[src/vdr3_pkg.sv]
package vdr3_pkg;

  // Code and message geometry
  localparam int MSG_BITS = 8;
  localparam int GRP_BITS = 3;
  localparam int CW_W     = GRP_BITS * MSG_BITS;
  localparam int NST      = 4;
  localparam int ST_W     = 2;
  localparam int MET_W    = $clog2(CW_W + 1);
  localparam int PATH_W   = MSG_BITS;

  typedef logic [CW_W-1:0]     cw_t;
  typedef logic [MET_W-1:0]    met_t;
  typedef logic [PATH_W-1:0]   path_t;
  typedef logic [GRP_BITS-1:0] grp_t;

  // Per-state survivor information carried from cell to cell
  typedef struct packed {
    logic [NST-1:0]  reached;
    met_t [NST-1:0]  metric;
    path_t [NST-1:0] path;
  } trel_t;

  // Hamming distance between two 3-bit groups
  function automatic logic [1:0] grp_dist(input grp_t a, input grp_t b);
    grp_t d;
    d = a ^ b;
    return {1'b0, d[0]} + {1'b0, d[1]} + {1'b0, d[2]};
  endfunction

endpackage

[src/vdr3_in_if.sv]
interface vdr3_in_if;
  import vdr3_pkg::*;

  logic valid;
  logic ready;
  cw_t  codeword;

  modport source (output valid, output codeword, input ready);
  modport sink (input valid, input codeword, output ready);
endinterface

[src/vdr3_out_if.sv]
interface vdr3_out_if;
  import vdr3_pkg::*;

  logic  valid;
  logic  ready;
  path_t decoded_bits;
  met_t  error_count;

  modport source (output valid, output decoded_bits, output error_count, input ready);
  modport sink (input valid, input decoded_bits, input error_count, output ready);
endinterface

[src/vdr3_cell.sv]
module vdr3_cell (
  input  logic            clk,
  input  logic            rst_n,
  input  logic            up_valid,
  output logic            up_ready,
  input  vdr3_pkg::cw_t   up_cw,
  input  vdr3_pkg::trel_t up_trel,
  output logic            dn_valid,
  input  logic            dn_ready,
  output vdr3_pkg::cw_t   dn_cw,
  output vdr3_pkg::trel_t dn_trel
);
  import vdr3_pkg::*;

  logic   valid_r;
  cw_t    cw_r;
  trel_t  trel_r;
  trel_t  trel_nxt;
  grp_t   rx;

  assign rx       = up_cw[CW_W-1 -: GRP_BITS];
  assign up_ready = !valid_r || dn_ready;

  // Add-compare-select for every next state from its two predecessors
  always_comb begin
    logic [ST_W-1:0] ns;
    logic [ST_W-1:0] p0;
    logic [ST_W-1:0] p1;
    logic            b;
    logic            r1;
    met_t            m0;
    met_t            m1;
    trel_nxt = '0;
    for (int k = 0; k < NST; k++) begin
      ns = ST_W'(k);
      b  = ns[1];
      r1 = ns[0];
      p0 = {r1, 1'b0};
      p1 = {r1, 1'b1};
      m0 = up_trel.metric[p0] + MET_W'(grp_dist({r1 ^ b, b, r1 ^ b}, rx));
      m1 = up_trel.metric[p1] + MET_W'(grp_dist({r1 ^ b, !b, r1 ^ b}, rx));
      if (up_trel.reached[p0] && (!up_trel.reached[p1] || m0 <= m1)) begin
        trel_nxt.reached[ns] = 1'b1;
        trel_nxt.metric[ns]  = m0;
        trel_nxt.path[ns]    = {up_trel.path[p0][PATH_W-2:0], b};
      end else if (up_trel.reached[p1]) begin
        trel_nxt.reached[ns] = 1'b1;
        trel_nxt.metric[ns]  = m1;
        trel_nxt.path[ns]    = {up_trel.path[p1][PATH_W-2:0], b};
      end
    end
  end

  // Track occupancy of the stage
  always_ff @(posedge clk) begin
    if (!rst_n) begin
      valid_r <= 1'b0;
    end else if (up_ready) begin
      valid_r <= up_valid;
    end
  end

  // Load survivors and advance the codeword by one group
  always_ff @(posedge clk) begin
    if (up_ready && up_valid) begin
      trel_r <= trel_nxt;
      cw_r   <= up_cw << GRP_BITS;
    end
  end

  assign dn_valid = valid_r;
  assign dn_cw    = cw_r;
  assign dn_trel  = trel_r;

endmodule

[src/vdr3_select.sv]
module vdr3_select (
  input  logic            clk,
  input  logic            rst_n,
  input  logic            up_valid,
  output logic            up_ready,
  input  vdr3_pkg::trel_t up_trel,
  output logic            dn_valid,
  input  logic            dn_ready,
  output vdr3_pkg::path_t dn_bits,
  output vdr3_pkg::met_t  dn_err
);
  import vdr3_pkg::*;

  logic            valid_r;
  path_t           bits_r;
  met_t            err_r;
  logic [ST_W-1:0] best;

  assign up_ready = !valid_r || dn_ready;

  // Pick the reached end state with the lowest metric, lowest index on ties
  always_comb begin
    logic found;
    found = 1'b0;
    best  = '0;
    for (int k = 0; k < NST; k++) begin
      if (up_trel.reached[k] && (!found || up_trel.metric[k] < up_trel.metric[best])) begin
        best  = ST_W'(k);
        found = 1'b1;
      end
    end
  end

  // Hold the result until the transfer completes
  always_ff @(posedge clk) begin
    if (!rst_n) begin
      valid_r <= 1'b0;
    end else if (up_ready) begin
      valid_r <= up_valid;
    end
  end

  always_ff @(posedge clk) begin
    if (up_ready && up_valid) begin
      bits_r <= up_trel.path[best];
      err_r  <= up_trel.metric[best];
    end
  end

  assign dn_valid = valid_r;
  assign dn_bits  = bits_r;
  assign dn_err   = err_r;

endmodule

[src/viterbi_decode_rate_third_k3.sv]
// Hard-decision Viterbi decoder for the rate 1/3, constraint length 3 code
// (4 states, start state 00). Each 24-bit codeword (first 3-bit group in the
// top bits) runs through a row of 8 trellis cells, one add-compare-select
// step per cell, and then a final stage that picks the lowest-metric end
// state and registers the decoded 8 bits (first bit as MSB) together with
// its Hamming error count. A new codeword is taken every cycle while the
// output side keeps up, and it moves through the cell and output registers.
// Every stage holds its item while the stage after it is full and stalled.
module viterbi_decode_rate_third_k3 (
  input  logic   clk,
  input  logic   rst_n,
  vdr3_in_if.sink    in_ch,
  vdr3_out_if.source out_ch
);
  import vdr3_pkg::*;

  logic  stg_valid [MSG_BITS+1];
  logic  stg_ready [MSG_BITS+1];
  cw_t   stg_cw    [MSG_BITS+1];
  trel_t stg_trel  [MSG_BITS+1];

  // Feed the first cell with the start state only
  assign stg_valid[0]           = in_ch.valid;
  assign in_ch.ready            = stg_ready[0];
  assign stg_cw[0]              = in_ch.codeword;
  assign stg_trel[0].reached    = NST'(1);
  assign stg_trel[0].metric     = '0;
  assign stg_trel[0].path       = '0;

  // Row of trellis cells
  for (genvar g = 0; g < MSG_BITS; g++) begin : g_cell
    vdr3_cell u_cell (
      .clk      (clk),
      .rst_n    (rst_n),
      .up_valid (stg_valid[g]),
      .up_ready (stg_ready[g]),
      .up_cw    (stg_cw[g]),
      .up_trel  (stg_trel[g]),
      .dn_valid (stg_valid[g+1]),
      .dn_ready (stg_ready[g+1]),
      .dn_cw    (stg_cw[g+1]),
      .dn_trel  (stg_trel[g+1])
    );
  end

  // End-state choice and output register
  vdr3_select u_select (
    .clk      (clk),
    .rst_n    (rst_n),
    .up_valid (stg_valid[MSG_BITS]),
    .up_ready (stg_ready[MSG_BITS]),
    .up_trel  (stg_trel[MSG_BITS]),
    .dn_valid (out_ch.valid),
    .dn_ready (out_ch.ready),
    .dn_bits  (out_ch.decoded_bits),
    .dn_err   (out_ch.error_count)
  );

endmodule
[src/flat_wrapper.sv]
// flat-port wrapper written by rule: the top's interface ports become plain ports
module viterbi_decode_rate_third_k3_flat import vdr3_pkg::*;
  (clk, rst_n, in_ch_valid, in_ch_codeword, in_ch_ready, out_ch_valid, out_ch_decoded_bits, out_ch_error_count, out_ch_ready);
  vdr3_in_if in_ch_i ();
  vdr3_out_if out_ch_i ();
  input  logic clk;
  input  logic rst_n;
  input wire logic [$bits(in_ch_i.valid)-1:0] in_ch_valid;
  input wire logic [$bits(in_ch_i.codeword)-1:0] in_ch_codeword;
  output wire logic [$bits(in_ch_i.ready)-1:0] in_ch_ready;
  output wire logic [$bits(out_ch_i.valid)-1:0] out_ch_valid;
  output wire logic [$bits(out_ch_i.decoded_bits)-1:0] out_ch_decoded_bits;
  output wire logic [$bits(out_ch_i.error_count)-1:0] out_ch_error_count;
  input wire logic [$bits(out_ch_i.ready)-1:0] out_ch_ready;
  assign in_ch_i.valid = in_ch_valid;
  assign in_ch_i.codeword = in_ch_codeword;
  assign in_ch_ready = in_ch_i.ready;
  assign out_ch_valid = out_ch_i.valid;
  assign out_ch_decoded_bits = out_ch_i.decoded_bits;
  assign out_ch_error_count = out_ch_i.error_count;
  assign out_ch_i.ready = out_ch_ready;
  viterbi_decode_rate_third_k3 u_core (.clk(clk), .rst_n(rst_n), .in_ch(in_ch_i), .out_ch(out_ch_i));
endmodule
[config.mk]
export PLATFORM = sky130hd
export DESIGN_NAME = viterbi_decode_rate_third_k3_flat
export DESIGN_NICKNAME = d
export VERILOG_FILES = /design/src/vdr3_pkg.sv /design/src/vdr3_in_if.sv /design/src/vdr3_out_if.sv /design/src/vdr3_cell.sv /design/src/vdr3_select.sv /design/src/viterbi_decode_rate_third_k3.sv /design/src/flat_wrapper.sv
export SDC_FILE = /design/constraint.sdc
export NUM_CORES = 1
export LEC_CHECK = 0
export ABC_AREA = 1
export BUFFER_PORTS_ARGS = -buffer_cell sky130_fd_sc_hd__buf_2
export CORE_ASPECT_RATIO = 2
export CORE_MARGIN = 2
export CORE_UTILIZATION = 30
export CTS_CLUSTER_DIAMETER = 200
export CTS_CLUSTER_SIZE = 24
export DETAILED_ROUTE_END_ITERATION = 6
export SYNTH_ARGS = -nofsm -noshare
export SYNTH_HDL_FRONTEND = slang
export SYNTH_SLANG_ARGS = --single-unit
[constraint.sdc]
create_clock -name clk -period 4.1 [get_ports clk]
set_input_delay 1.025 -clock clk [delete_from_list [all_inputs] [get_ports clk]]
set_output_delay 1.025 -clock clk [all_outputs]
set_load 0.005 [all_outputs]
== After elaboration in Yosys (flattened, before gate mapping) ==
Index checks and enable logic that the tools add are counted.

* Flip-flop bits (word level): 338
* Bits in latches: 0
* Bits in writable memories: 0
* Memory bits (read-only): 0
* Output and inout port bits: 15
* Logic and storage cells: 322
* Memories: 0

* Add/subtract/negate cells: 112
* Multiply operators: 0
* Div/mod/pow operators: 0
* $lt $le $gt $ge: 30
* Equal/unequal tests: 0
* Shift operators: 0
* Multiplexer cells: 59
* Bitwise gates (word level): 22
* Reductions and logical operators: 27

{| class="wikitable"
|+ Operator list
! kind !! number
|-
| adder 5 x 2 -> 5 bit || 48
|-
| 2-to-1 mux 5 bit || 31
|-
| <= comparator 5 bit || 24
|-
| adder 1 x 1 -> 2 bit || 30
|-
| adder 2 x 1 -> 2 bit || 30
|-
| 2-to-1 mux 8 bit || 5
|-
| binary-select mux 5 bit (select 2 bit) || 3
|-
| 2-to-1 mux 7 bit || 4
|-
| 2-to-1 mux 6 bit || 4
|-
| inverter 3 bit || 8
|-
| binary-select mux 8 bit (select 2 bit) || 1
|-
| 2-to-1 mux 4 bit || 4
|-
| < comparator 5 bit || 3
|-
| inverter 2 bit || 7
|-
| adder 2 x 2 -> 3 bit || 4
|-
| 2-to-1 mux 3 bit || 4
|-
| logical AND 1 bit || 9
|-
| zero test 1 bit || 9
|-
| logical OR 1 bit || 9
|-
| inverter 1 bit || 7
|-
| < comparator 2 x 3 -> 1 bit, second input constant || 2
|-
| 2-to-1 mux 2 bit || 2
|-
| < comparator 1 x 3 -> 1 bit, second input constant || 1
|-
| 2-to-1 mux 1 bit || 1
|}

== Logic depth before layout (Yosys ltp) ==
Gate-level depths: netlist (run 1).

* Depth in word-level cells: 12
* Gate-level depth with buffers: 29
* Mapped depth without buffers: 27

== Hierarchy ==
Synthesis (run 1) repeated with hierarchy kept, for this count alone.

* Cell total of the unflattened synthesis: 4482
* Area total of the unflattened synthesis: 40732.8 µm²

{| class="wikitable"
|+ Modules (own cells, without submodules)
! module !! instances !! cells an instance !! area each (µm²) !! seq. area each (µm²)
|-
| vdr3_cell at u_core.g_cell[3].u_cell ... || 3 || 530 || 4902.2 || 2212.1
|-
| vdr3_cell at u_core.g_cell[0].u_cell ... || 2 || 530 || 4912.2 || 2212.1
|-
| vdr3_cell at u_core.g_cell[1].u_cell ... || 2 || 530 || 4852.2 || 2212.1
|-
| vdr3_cell at u_core.g_cell[6].u_cell || 1 || 530 || 4901.0 || 2212.1
|-
| vdr3_select || 1 || 240 || 1589.0 || 410.4
|-
| viterbi_decode_rate_third_k3 || 1 || 2 || 7.5 || 0.0
|}

== Worst setup path before layout (run 1) ==
OpenSTA, ideal clock, no wires.

* Path kind: reg-to-reg
* Start point: register u_core.g_cell[7].u_cell.trel_r (netlist bit u_core.g_cell[7].u_cell.dn_trel[36])
* End point: register u_core.u_select.err_r[4], in the netlist u_core.u_select.dn_err[4] (data pin)
* Setup time: 0.253 ns
* Arrival: 4.200 ns
* Slack: -0.354 ns
* Cell stages (with the launch flop): 28
* Period minus slack after synthesis: 4.454 ns
* Path through: edfxtp_1 > inv_1 > ha_1 > a21oi_2 > nand3_4 > inv_1 > clkbuf_1 > nor2_1 > o21bai_1 > ha_1 > a21oi_1 > nor2_1 > a211oi_2 > nand2_4 > inv_1 > nand2_1 > o21ai_0 > inv_1 > ha_1 > a21oi_1 > nor2_1 > a211oi_2 > nand2_8 > nand2_4 > buf_8 > nor2_2 > nand2_1 > nand2_1

* Cells in the longest elaborated chain, start to end: 12

{| class="wikitable"
|+ Ends and longest elaborated chain
! item !! line !! RTL
|-
| start: declaration || vdr3_cell.sv:17 || <nowiki>trel_t trel_r;</nowiki>
|-
| start signal: assignment || vdr3_cell.sv:66 || <nowiki>trel_r <= trel_nxt;</nowiki>
|-
| < comparator 5 bit || vdr3_select.sv:27 || <nowiki>if (up_trel.reached[k] && (!found || up_trel.metric[k] < up_trel.metric[best])) begin</nowiki>
|-
| 2-to-1 mux 1 bit || vdr3_select.sv:27 ||
|-
| binary-select mux 5 bit (select 2 bit) || vdr3_select.sv:27 ||
|-
| 2-to-1 mux 5 bit (not written as such) || vdr3_select.sv:27 ||
|-
| < comparator 5 bit || vdr3_select.sv:27 ||
|-
| 2-to-1 mux 2 bit || vdr3_select.sv:27 ||
|-
| binary-select mux 5 bit (select 2 bit) || vdr3_select.sv:27 ||
|-
| 2-to-1 mux 5 bit (not written as such) || vdr3_select.sv:27 ||
|-
| < comparator 5 bit || vdr3_select.sv:27 ||
|-
| 2-to-1 mux 2 bit || vdr3_select.sv:27 ||
|-
| binary-select mux 5 bit (select 2 bit) (*) || vdr3_select.sv:46 || <nowiki>err_r <= up_trel.metric[best];</nowiki>
|-
| 2-to-1 mux 5 bit (not written as such) (*) || vdr3_select.sv:46 ||
|-
| end signal: assignment || vdr3_select.sv:46 ||
|-
| end: declaration || vdr3_select.sv:16 || <nowiki>met_t err_r;</nowiki>
|}

Every way passes the cells marked *; elsewhere a longest branch is shown, timed or not. The select of a mux whose other input is x is not followed.
A chain may end at the register's enable or synchronous reset.

== Worst setup path in the final report (run 1) ==
* Start point: register u_core.g_cell[7].u_cell.trel_r (netlist bit u_core.g_cell[7].u_cell.dn_trel[36])
* End point: register u_core.u_select.bits_r[3], in the netlist u_core.u_select.dn_bits[3] (data pin)

* Cells in the longest elaborated chain, start to end: 12

{| class="wikitable"
|+ Ends and longest elaborated chain
! item !! line !! RTL
|-
| < comparator 5 bit || vdr3_select.sv:27 ||
|-
| 2-to-1 mux 1 bit || vdr3_select.sv:27 ||
|-
| binary-select mux 5 bit (select 2 bit) || vdr3_select.sv:27 ||
|-
| 2-to-1 mux 5 bit (not written as such) || vdr3_select.sv:27 ||
|-
| < comparator 5 bit || vdr3_select.sv:27 ||
|-
| 2-to-1 mux 2 bit || vdr3_select.sv:27 ||
|-
| binary-select mux 5 bit (select 2 bit) || vdr3_select.sv:27 ||
|-
| 2-to-1 mux 5 bit (not written as such) || vdr3_select.sv:27 ||
|-
| < comparator 5 bit || vdr3_select.sv:27 ||
|-
| 2-to-1 mux 2 bit (*) || vdr3_select.sv:27 ||
|-
| binary-select mux 8 bit (select 2 bit) (*) || vdr3_select.sv:45 || <nowiki>bits_r <= up_trel.path[best];</nowiki>
|-
| 2-to-1 mux 8 bit (not written as such) (*) || vdr3_select.sv:45 ||
|-
| end signal: assignment || vdr3_select.sv:45 ||
|-
| end: declaration || vdr3_select.sv:15 || <nowiki>path_t bits_r;</nowiki>
|}

Marked as above.

==> results of run 1 <==
[state kept, by name, indices dropped and copies added (netlist names)]
register and flops:
u_core.g_cell.u_cell.dn_cw 84, u_core.g_cell.u_cell.dn_trel 216, u_core.g_cell.u_cell.dn_valid 8, u_core.u_select.dn_bits 8
u_core.u_select.dn_err 5, u_core.u_select.dn_valid 1
[cells by family after synthesis]
group	count (synthesis)	synth area share
compound gates	327	0.0848
xor+xnor	124	0.0532
fa+ha+maj	295	0.208
buf+inv	413	0.0773
flops	322	0.469
simple gates	511	0.108
[path summary, 6_finish.rpt]
| path | slack, ns | cells past startpoint | from | endpoint |
|---|---|---|---|---|
| setup / recovery | 0.02 | 25 | u_core.g_cell[7].u_cell.dn_trel[36]$_DFFE_PP_ | u_core.u_select.dn_bits[3]$_DFFE_PP_ |
| hold reg to reg | 0.42 | 0 | u_core.g_cell[1].u_cell.dn_cw[7]$_DFFE_PP_ | u_core.g_cell[2].u_cell.dn_cw[10]$_DFFE_PP_ |
| hold / removal | 0.42 | 0 | u_core.g_cell[1].u_cell.dn_cw[7]$_DFFE_PP_ | u_core.g_cell[2].u_cell.dn_cw[10]$_DFFE_PP_ |
| setup reg to reg | 0.02 | 25 | u_core.g_cell[7].u_cell.dn_trel[36]$_DFFE_PP_ | u_core.u_select.dn_bits[3]$_DFFE_PP_ |
[power groups by stage]
| stage | Combinational, mW | Sequential (mW) | Clock, mW |
|---|---|---|---|
| 3_3_place_gp | 1.95 | 4.04 | 0 |
| 2_1_floorplan | 1.47 | 4.02 | 0 |
| 4_1_cts | 2.07 | 3.97 | 1.91 |
| 3_5_place_dp | 2.07 | 4.05 | 0 |
| 6_report | 2.08 | 3.97 | 1.83 |
| 5_1_grt | 2.41 | 3.99 | 2.00 |
[per-stage QoR]
stage | power [mW] | utilization
CTS | 7.96 | 0.335
detailed placement | 6.12 | 0.327
global route | 8.40 | 0.342
finish | 7.88 | 0.342
floorplan | 5.48 | -
global placement | 6.00 | 0.327
[timing repair]
action	in CTS	in global routing
endpoints found under the hold margin	0	0
gates resized for setup	7	85
endpoints found under the setup margin	11	77
cloned	2	1
pin swaps	4	44
setup buffers	1	11
[layer usage]
layer  global-route usage  vias up  part of all wire
met5                    0        -                 0
met4                0.101        0             0.092
met3               0.0112      186             0.020
met2                0.279      263              0.60
met1               0.0926     6444              0.28
li1                     -     6809                 -
[cell type report]
type / count / share of cell area
multi-input combinational: 1260 / 0.420
sequential: 322 / 0.415
inverter: 383 / 0.0627
tap: 890 / 0.0482
timing repair buffer: 110 / 0.0343
clock buffer: 22 / 0.0192
clock inverter: 2 / 0.00108
[worst reg2reg max path, delay by kind of cell, from the launching register on]
| kind | cells | cell delay [ns] |
|---|---|---|
| AO/OA/AOI/OAI | 6 | 1.27 |
| AND/OR/NAND/NOR | 12 | 1.12 |
| adder cells (fa/ha/maj) | 3 | 0.68 |
| flip-flops | 1 | 0.43 |
| buffers and inverters | 4 | 0.37 |
[placed cells by master (no fill, tap or decap), types with 7 or more instances in the layout]
master     count
buf_2         42
nor2_2        18
inv_1        372
xnor2_1       42
o21ai_0      192
a21oi_1       98
dfxtp_1        9
xor2_1        82
ha_4           9
buf_4         59
clkbuf_16     17
nor2_1        75
fa_1          75
nand2_1      277
nand2_4       10
nand2_2       31
o221ai_1      10
nor3_1        34
nand3b_1       7
nand4_1       13
nand3_1       31
edfxtp_1     313
ha_1         211
o211ai_1       8
inv_2          8
==> results.py, run 1 <==
metrics = {
    "global_routing": {
        "grt_max_degree": 45,
        "grt_pass1_wl_um": 71000,
        "antenna_found_initial": 0,
        "grt_pass1_vias": 14700,
        "overflow": 0,
        "grt_use_total": 0.128,
    },
    "timing": {
        "report.final.slew_viol_count": 0,
        "max_clock_freq_ghz": 0.245,
        "slew-limit-headroom": 0.550,
        "fin_setup_tns_ns": 0,
        "worst_pin_slew_ns": 0.674,
        "fin_hold_ws_ns": 0.421,
        "rsz0062_at_grt": "yes",
        "fin_worst_skew_ns": 0.0362,
        "layout_min_cycle_time_ns": 4.08,
        "setup_slack_ns": 0.0208,
        "hold_viol": 0,
        "finalSetupViolCount": 0,
        "period_share": 0.995,
    },
    "job": {
        "drv_cap": 0,
    },
    "floorplan": {
        "die_height_um": 373,
        "dieArea_sq_mm": 0.0703,
        "start_util": 0.302,
        "num_io_pins": 43,
        "core-area_sq_mm": 0.0676,
        "dieWidth_um": 189,
        "row_count": 135,
    },
    "final_layout": {
        "instances_no_fill": 2989,
        "multi_input_area_sq_mm": 0.00970,
        "fill_cells": 6750,
        "final_cell_area_sq_mm": 0.0231,
        "layout-drive-gt1-share": 0.113,
        "nets": 2417,
        "syn_to_final_growth_pct": 13.1,
        "seqCellArea_sq_mm": 0.00958,
        "n_antenna_cell": 0,
    },
    "route": {
        "vias_per_cell": 4.58,
        "ant_nets": 0,
        "wl_per_cell_um": 15.2,
        "vias": 13700,
        "drc": 0,
        "drtIter0Drc": 506,
        "drt_first_pass_iters": 5,
        "wirelength_um": 45400,
    },
    "synthesis": {
        "async_reset_ff_frac": 0,
        "synthFlopType": "edfxtp_1",
        "synth-seq-cells": 322,
        "syn_inst": 1992,
        "synthTopCellsByCount": "inv_1, edfxtp_1, nand2_1",
        "synth_nets": 2315,
        "post-synth-top-area-fraction": 0.460,
        "synth_edf_count": 313,
        "netlist_top_cells_area": "edfxtp_1, ha_1, fa_1",
        "synth_warnings": 0,
        "yosysMostFrequentCell": "inv_1",
        "synth_seq_area_share": 0.469,
        "netlist_area_sq_mm": 0.0204,
        "synth.distinct_cells": 34,
        "avgSynthCellArea_sq_um": 10.3,
        "synth_top_area_cell": "edfxtp_1",
    },
    "clock_network": {
        "cts-root-buf": "clkbuf_16",
        "cts.clk_slew.worst_paths_ns": 0.10,
        "cts_buffers": 17,
        "holdBufCountCts": 0,
        "clk_latency_ns": 0.54,
        "h-tree-depth": 1,
        "clk_path_buf_depth": 3,
        "clkSinkCount": 322,
        "cts_tree": "yes",
    },
    "status": {
        "outcome": "complete, no violations",
    },
    "placed_design": {
        "numPlacedInstances": 2950,
        "port_buffers": 42,
        "place_congestion": 0.901,
        "dpl_cell_area_sq_mm": 0.0221,
        "post-dp-hpwl_um": 37900,
        "place_ws_ns": -0.151,
    },
    "pwr": {
        "ir_drop_v": 0.000329,
        "power_leakage_nw": 9.92,
        "internal_power_mw": 5.43,
        "power.density_mw_per_mm2": 341,
        "comb_power_share": 0.264,
        "clkPwrFrac": 0.232,
        "swShare": 0.311,
        "seq_power_share": 0.504,
        "p_sw_mw": 2.45,
    },
    "hold_path": {
        "hold_class": "reg2reg",
    },
    "setup_path": {
        "cp-end-kind": "flop",
        "critPathArrivalTime_ns": 4.39,
        "required_ns": 4.41,
        "cp_slowest_cell": "edfxtp_1",
        "crit_type": "reg2reg",
        "startpoint_type": "flop",
        "critPathMaxFanout": 7,
        "cp_slowest_stage_delay_ns": 0.43,
        "crit_family": "compound AO/OA/AOI/OAI gates",
        "critPathBufInv": 4,
    },
}
No activity file was read; power rests on OpenSTA's default activity.
==> run 2, diff against run 1 <==
HOLD_SLACK_MARGIN = 0.08   (was not set)
PLACE_DENSITY = 0.5   (was not set)
==> results.py, run 2 (synthesis results as in run 1) <==
metrics = {
    "status": {
        "outcome": "complete, but fails checks",
        "violations": "setup timing",
    },
    "floorplan": {
        "dieArea_sq_mm": 0.0703,
        "dieWidth_um": 189,
        "row_count": 135,
        "die_height_um": 373,
        "start_util": 0.302,
        "core-area_sq_mm": 0.0676,
        "num_io_pins": 43,
    },
    "clock_network": {
        "cts.clk_slew.worst_paths_ns": 0.10,
        "cts_tree": "yes",
        "clk_latency_ns": 0.53,
        "holdBufCountCts": 0,
        "clkSinkCount": 322,
        "clk_path_buf_depth": 3,
        "cts-root-buf": "clkbuf_16",
        "h-tree-depth": 1,
        "cts_buffers": 17,
    },
    "timing": {
        "rsz0062_at_grt": "yes",
        "fin_worst_skew_ns": 0.0205,
        "slew-limit-headroom": 0.525,
        "worst_pin_slew_ns": 0.711,
        "finalSetupViolCount": 8,
        "layout_min_cycle_time_ns": 4.14,
        "hold_viol": 0,
        "period_share": 1.01,
        "max_clock_freq_ghz": 0.242,
        "report.final.slew_viol_count": 0,
        "setup_slack_ns": -0.0389,
        "fin_setup_tns_ns": -0.163,
    },
    "placed_design": {
        "post-dp-hpwl_um": 40100,
        "place_congestion": 0.922,
        "port_buffers": 42,
        "place_ws_ns": -0.143,
    },
    "final_layout": {
        "largest_reg_flops": 216,
        "layout-drive-gt1-share": 0.119,
        "n_antenna_cell": 0,
        "multi_input_area_sq_mm": 0.00965,
        "seqCellArea_sq_mm": 0.00958,
        "syn_to_final_growth_pct": 13.5,
        "final_common_cell": "inv_1",
        "mostFrequentLayoutCells": "inv_1, edfxtp_1, nand2_1",
        "nets": 2434,
        "fill_cells": 6827,
    },
    "route": {
        "drc": 0,
        "wl_per_cell_um": 15.8,
        "wirelength_um": 47600,
        "vias_per_cell": 4.51,
        "vias": 13600,
        "drt_first_pass_iters": 4,
        "drtIter0Drc": 564,
        "ant_nets": 0,
    },
    "setup_path": {
        "cp-end-kind": "flop",
        "critPathMaxFanout": 7,
        "crit_cells": 26,
        "cp_slowest_cell": "edfxtp_1",
        "critPathBufInv": 3,
        "crit_family": "simple AND/OR/NAND/NOR gates",
        "reg2reg_depth": 26,
        "startpoint_type": "flop",
        "cp_slowest_stage_delay_ns": 0.41,
        "required_ns": 4.39,
        "crit_type": "reg2reg",
        "critPathArrivalTime_ns": 4.43,
    },
    "pwr": {
        "p_sw_mw": 2.47,
        "comb_power_share": 0.268,
        "internal_power_mw": 5.45,
        "power.density_mw_per_mm2": 342,
        "ir_drop_v": 0.000386,
        "power_leakage_nw": 9.98,
        "swShare": 0.312,
        "seq_power_share": 0.502,
        "clkPwrFrac": 0.230,
    },
    "hold_path": {
        "holdPathStages": 0,
        "hold_class": "reg2reg",
    },
    "global_routing": {
        "overflow": 0,
        "grt_use_total": 0.135,
        "antenna_found_initial": 0,
        "grt_max_degree": 45,
        "grt_pass1_vias": 14500,
        "grt_pass1_wl_um": 73600,
    },
    "job": {
        "drv_cap": 0,
    },
}
run 2: cell count changes in the layout (fill, tap and decap cells not counted), sizes merged:
cell  before  now
buf      110  127
inv      384  383
run 2: layer usage:
metal | global-route usage | share of wire | vias to the layer above
li1 | - | - | 6835
met1 | 0.0933 | 0.27 | 6332
met2 | 0.302 | 0.63 | 245
met3 | 0.0121 | 0.021 | 153
met4 | 0.103 | 0.086 | 0
met5 | 0 | 0 | -
run 2: repair_timing:
item	CTS	global route
gates cloned	3	0
setup buffers	4	10
pin swaps	7	39
setup endpoints to repair	12	89
gates resized for setup	15	72
run 2: worst paths after layout:
check                                                              startpoint                                          end  slack (ns)
worst min register to register    u_core.g_cell[2].u_cell.dn_cw[19]$_DFFE_PP_  u_core.g_cell[3].u_cell.dn_cw[22]$_DFFE_PP_        0.41
worst max-delay path            u_core.g_cell[7].u_cell.dn_trel[39]$_DFFE_PP_          u_core.u_select.dn_err[3]$_DFFE_PP_       -0.04
worst max register to register  u_core.g_cell[7].u_cell.dn_trel[39]$_DFFE_PP_          u_core.u_select.dn_err[3]$_DFFE_PP_       -0.04
worst min-delay path              u_core.g_cell[2].u_cell.dn_cw[19]$_DFFE_PP_  u_core.g_cell[3].u_cell.dn_cw[22]$_DFFE_PP_        0.41
run 2: stage by stage:
stage	instance area [sq um]	hold WS, ns	util	instances	total power, mW
2_1_floorplan	20500	0.400	-	1992	5.48
3_3_place_gp	22200	0.403	0.329	2965	6.09
3_5_place_dp	22200	0.405	0.329	2965	6.19
4_1_cts	22800	0.416	0.338	2995	8.04
5_1_grt	23200	0.421	0.343	3005	8.47
6_report	23200	0.414	0.343	3005	7.93
run 2: power by group through the flow:
stage	Clock [mW]	Sequential (mW)	Combinational (mW)
6_report	1.82	3.98	2.12
3_3_place_gp	0	4.05	2.04
2_1_floorplan	0	4.02	1.47
4_1_cts	1.92	3.98	2.14
3_5_place_dp	0	4.06	2.13
5_1_grt	2.01	3.99	2.46
run 2: cell type report:
cell class	count	share of cell area
Clock inverter	1	0.000702
Clock buffer	22	0.0192
Multi-Input combinational cell	1260	0.416
Inverter	383	0.0624
Timing Repair Buffer	127	0.0401
Tap cell	890	0.0480
Sequential cell	322	0.413
==> run 3, diff against run 2 <==
ABC_AREA = not set   (was 1)
==> results.py, run 3 <==
metrics = {
    "global_routing": {
        "grt_max_degree": 45,
        "grt_use_total": 0.119,
        "grt_pass1_wl_um": 67100,
        "overflow": 0,
        "antenna_found_initial": 0,
        "grt_pass1_vias": 12600,
    },
    "setup_path": {
        "cp-end-kind": "flop",
        "required_ns": 4.38,
        "crit_type": "reg2reg",
        "cp_slowest_cell": "edfxtp_1",
        "cp_slowest_stage_delay_ns": 0.41,
        "critPathArrivalTime_ns": 4.90,
        "path_cells": "inv_2, ha_4, a211o_1, a21oi_2, o21a_4, mux2i_2, ha_1, a211oi_2, o21a_1, o211ai_1, nand2_2, nor2_1, a21oi_1, ha_1, a211oi_2, o211ai_2, a222oi_1, buf_4, nor3_4, buf_6, a22oi_2, o211ai_1",
        "startpoint_type": "flop",
        "crit_family": "compound AO/OA/AOI/OAI gates",
        "critPathBufInv": 3,
        "critPathMaxFanout": 7,
    },
    "final_layout": {
        "nets": 2121,
        "largest_reg_flops": 216,
        "final_common_cell": "edfxtp_1",
        "instances_no_fill": 2702,
        "layout-drive-gt1-share": 0.124,
        "syn_to_final_growth_pct": 12.4,
        "mostFrequentLayoutCells": "edfxtp_1, inv_1, ha_1",
        "n_antenna_cell": 0,
    },
    "synthesis": {
        "synth_edf_count": 313,
        "async_reset_ff_frac": 0,
        "synth_warnings": 0,
        "post-synth-top-area-fraction": 0.455,
        "synth_nets": 2004,
        "netlist_area_sq_mm": 0.0207,
        "synth.distinct_cells": 56,
        "synthTopCellsByCount": "edfxtp_1, inv_1, ha_1",
        "yosysMostFrequentCell": "edfxtp_1",
        "synthFlopType": "edfxtp_1",
        "netlist_top_cells_area": "edfxtp_1, ha_1, fa_1",
        "synth_top_area_cell": "edfxtp_1",
        "avgSynthCellArea_sq_um": 12.3,
        "syn_inst": 1681,
        "synth-seq-cells": 322,
        "synth_seq_area_share": 0.464,
    },
    "pwr": {
        "power_leakage_nw": 9.46,
        "power.density_mw_per_mm2": 284,
        "finalPower_mw": 6.61,
        "ir_drop_v": 0.000405,
    },
    "placed_design": {
        "port_buffers": 42,
        "place_ws_ns": -0.713,
        "place_congestion": 0.818,
        "numPlacedInstances": 2649,
        "post-dp-hpwl_um": 33000,
    },
    "clock_network": {
        "cts_tree": "yes",
        "clk_latency_ns": 0.53,
        "clkSinkCount": 322,
        "h-tree-depth": 1,
        "clk_path_buf_depth": 3,
        "cts.clk_slew.worst_paths_ns": 0.10,
        "cts-root-buf": "clkbuf_16",
        "cts_buffers": 17,
    },
    "timing": {
        "hold_viol": 0,
        "slew-limit-headroom": 0.280,
        "fin_worst_skew_ns": 0.0248,
        "finalSetupViolCount": 13,
        "max_clock_freq_ghz": 0.216,
        "layout_min_cycle_time_ns": 4.62,
        "report.final.slew_viol_count": 0,
        "period_share": 1.13,
        "rsz0062_at_grt": "yes",
        "fin_setup_tns_ns": -5.97,
        "setup_slack_ns": -0.523,
        "fin_hold_ws_ns": 0.408,
        "worst_pin_slew_ns": 1.08,
    },
    "floorplan": {
        "die_height_um": 375,
        "dieArea_sq_mm": 0.0711,
        "row_count": 136,
        "core-area_sq_mm": 0.0684,
        "num_io_pins": 43,
        "start_util": 0.302,
        "dieWidth_um": 190,
    },
    "status": {
        "outcome": "complete, but fails checks",
        "violations": "setup timing",
    },
    "route": {
        "ant_nets": 0,
        "vias_per_cell": 4.43,
        "vias": 12000,
        "drt_first_pass_iters": 4,
        "drc": 0,
        "wl_per_cell_um": 15.3,
        "drtIter0Drc": 467,
        "wirelength_um": 41400,
    },
    "job": {
        "drv_cap": 0,
    },
    "hold_path": {
        "hold_class": "reg2reg",
    },
}
## run 3: cell type report
cell class | instances | area, sq um
clock buffer | 24 | 452
clock inverter | 2 | 25.0
fill | 6901 | 45200
inverter | 280 | 1050
multi-input combinational | 1044 | 10100
sequential | 322 | 9580
tap | 897 | 1120
timing repair buffer | 133 | 932
## run 3: per-stage QoR
stage                     instance area (sq um)  utilization
after floorplan                           20700            -
after global placement                    22400        0.327
after detailed placement                  22400        0.327
after CTS                                 23200        0.339
after global routing                      23200        0.340
final                                     23200        0.340
## run 3: timing repair
item / 4_1_cts / 5_1_grt
gates resized for setup: 27 / 9
hold buffers: 0 / 0
buffers inserted: 24 / 6
setup endpoints to repair: 13 / 29
cloned: 1 / 0
pin swaps: 28 / 24
## run 3: cells by family (layout without fill, tap and decap cells)
kind of cell | Yosys count | in the layout | synth area share
AO/OA/AOI/OAI | 230 | 230 | 0.0717
adder cells (fa/ha/maj) | 295 | 295 | 0.206
XOR/XNOR | 124 | 124 | 0.0526
flip-flops | 322 | 322 | 0.464
buffers and inverters | 316 | 439 | 0.0589
multiplexers | 172 | 172 | 0.0884
AND/OR/NAND/NOR | 222 | 223 | 0.0587
## run 3: path summary, 6_finish.rpt
path                                                  from                                          end  slack (ns)  cells after the start
min            u_core.g_cell[0].u_cell.dn_cw[18]$_DFFE_PP_  u_core.g_cell[1].u_cell.dn_cw[21]$_DFFE_PP_        0.41                      0
max          u_core.g_cell[7].u_cell.dn_trel[34]$_DFFE_PP_         u_core.u_select.dn_bits[6]$_DFFE_PP_       -0.52                     22
min reg2reg    u_core.g_cell[0].u_cell.dn_cw[18]$_DFFE_PP_  u_core.g_cell[1].u_cell.dn_cw[21]$_DFFE_PP_        0.41                      0
max reg2reg  u_core.g_cell[7].u_cell.dn_trel[34]$_DFFE_PP_         u_core.u_select.dn_bits[6]$_DFFE_PP_       -0.52                     22
## run 3: report_power, final
part / leakage, nW / internal [mW] / switching (mW)
clock network: 0.230 / 0.790 / 1.08
registers: 2.93 / 3.73 / 0.0565
logic: 6.30 / 0.444 / 0.513
total: 9.46 / 4.96 / 1.64
## run 3: metal layers
metal | track usage | up-vias | share of wire
li1 | - | 6086 | -
met1 | 0.160 | 5735 | 0.48
met2 | 0.205 | 107 | 0.48
met3 | 0.0100 | 42 | 0.019
met4 | 0.0269 | 0 | 0.019
met5 | 0 | - | 0
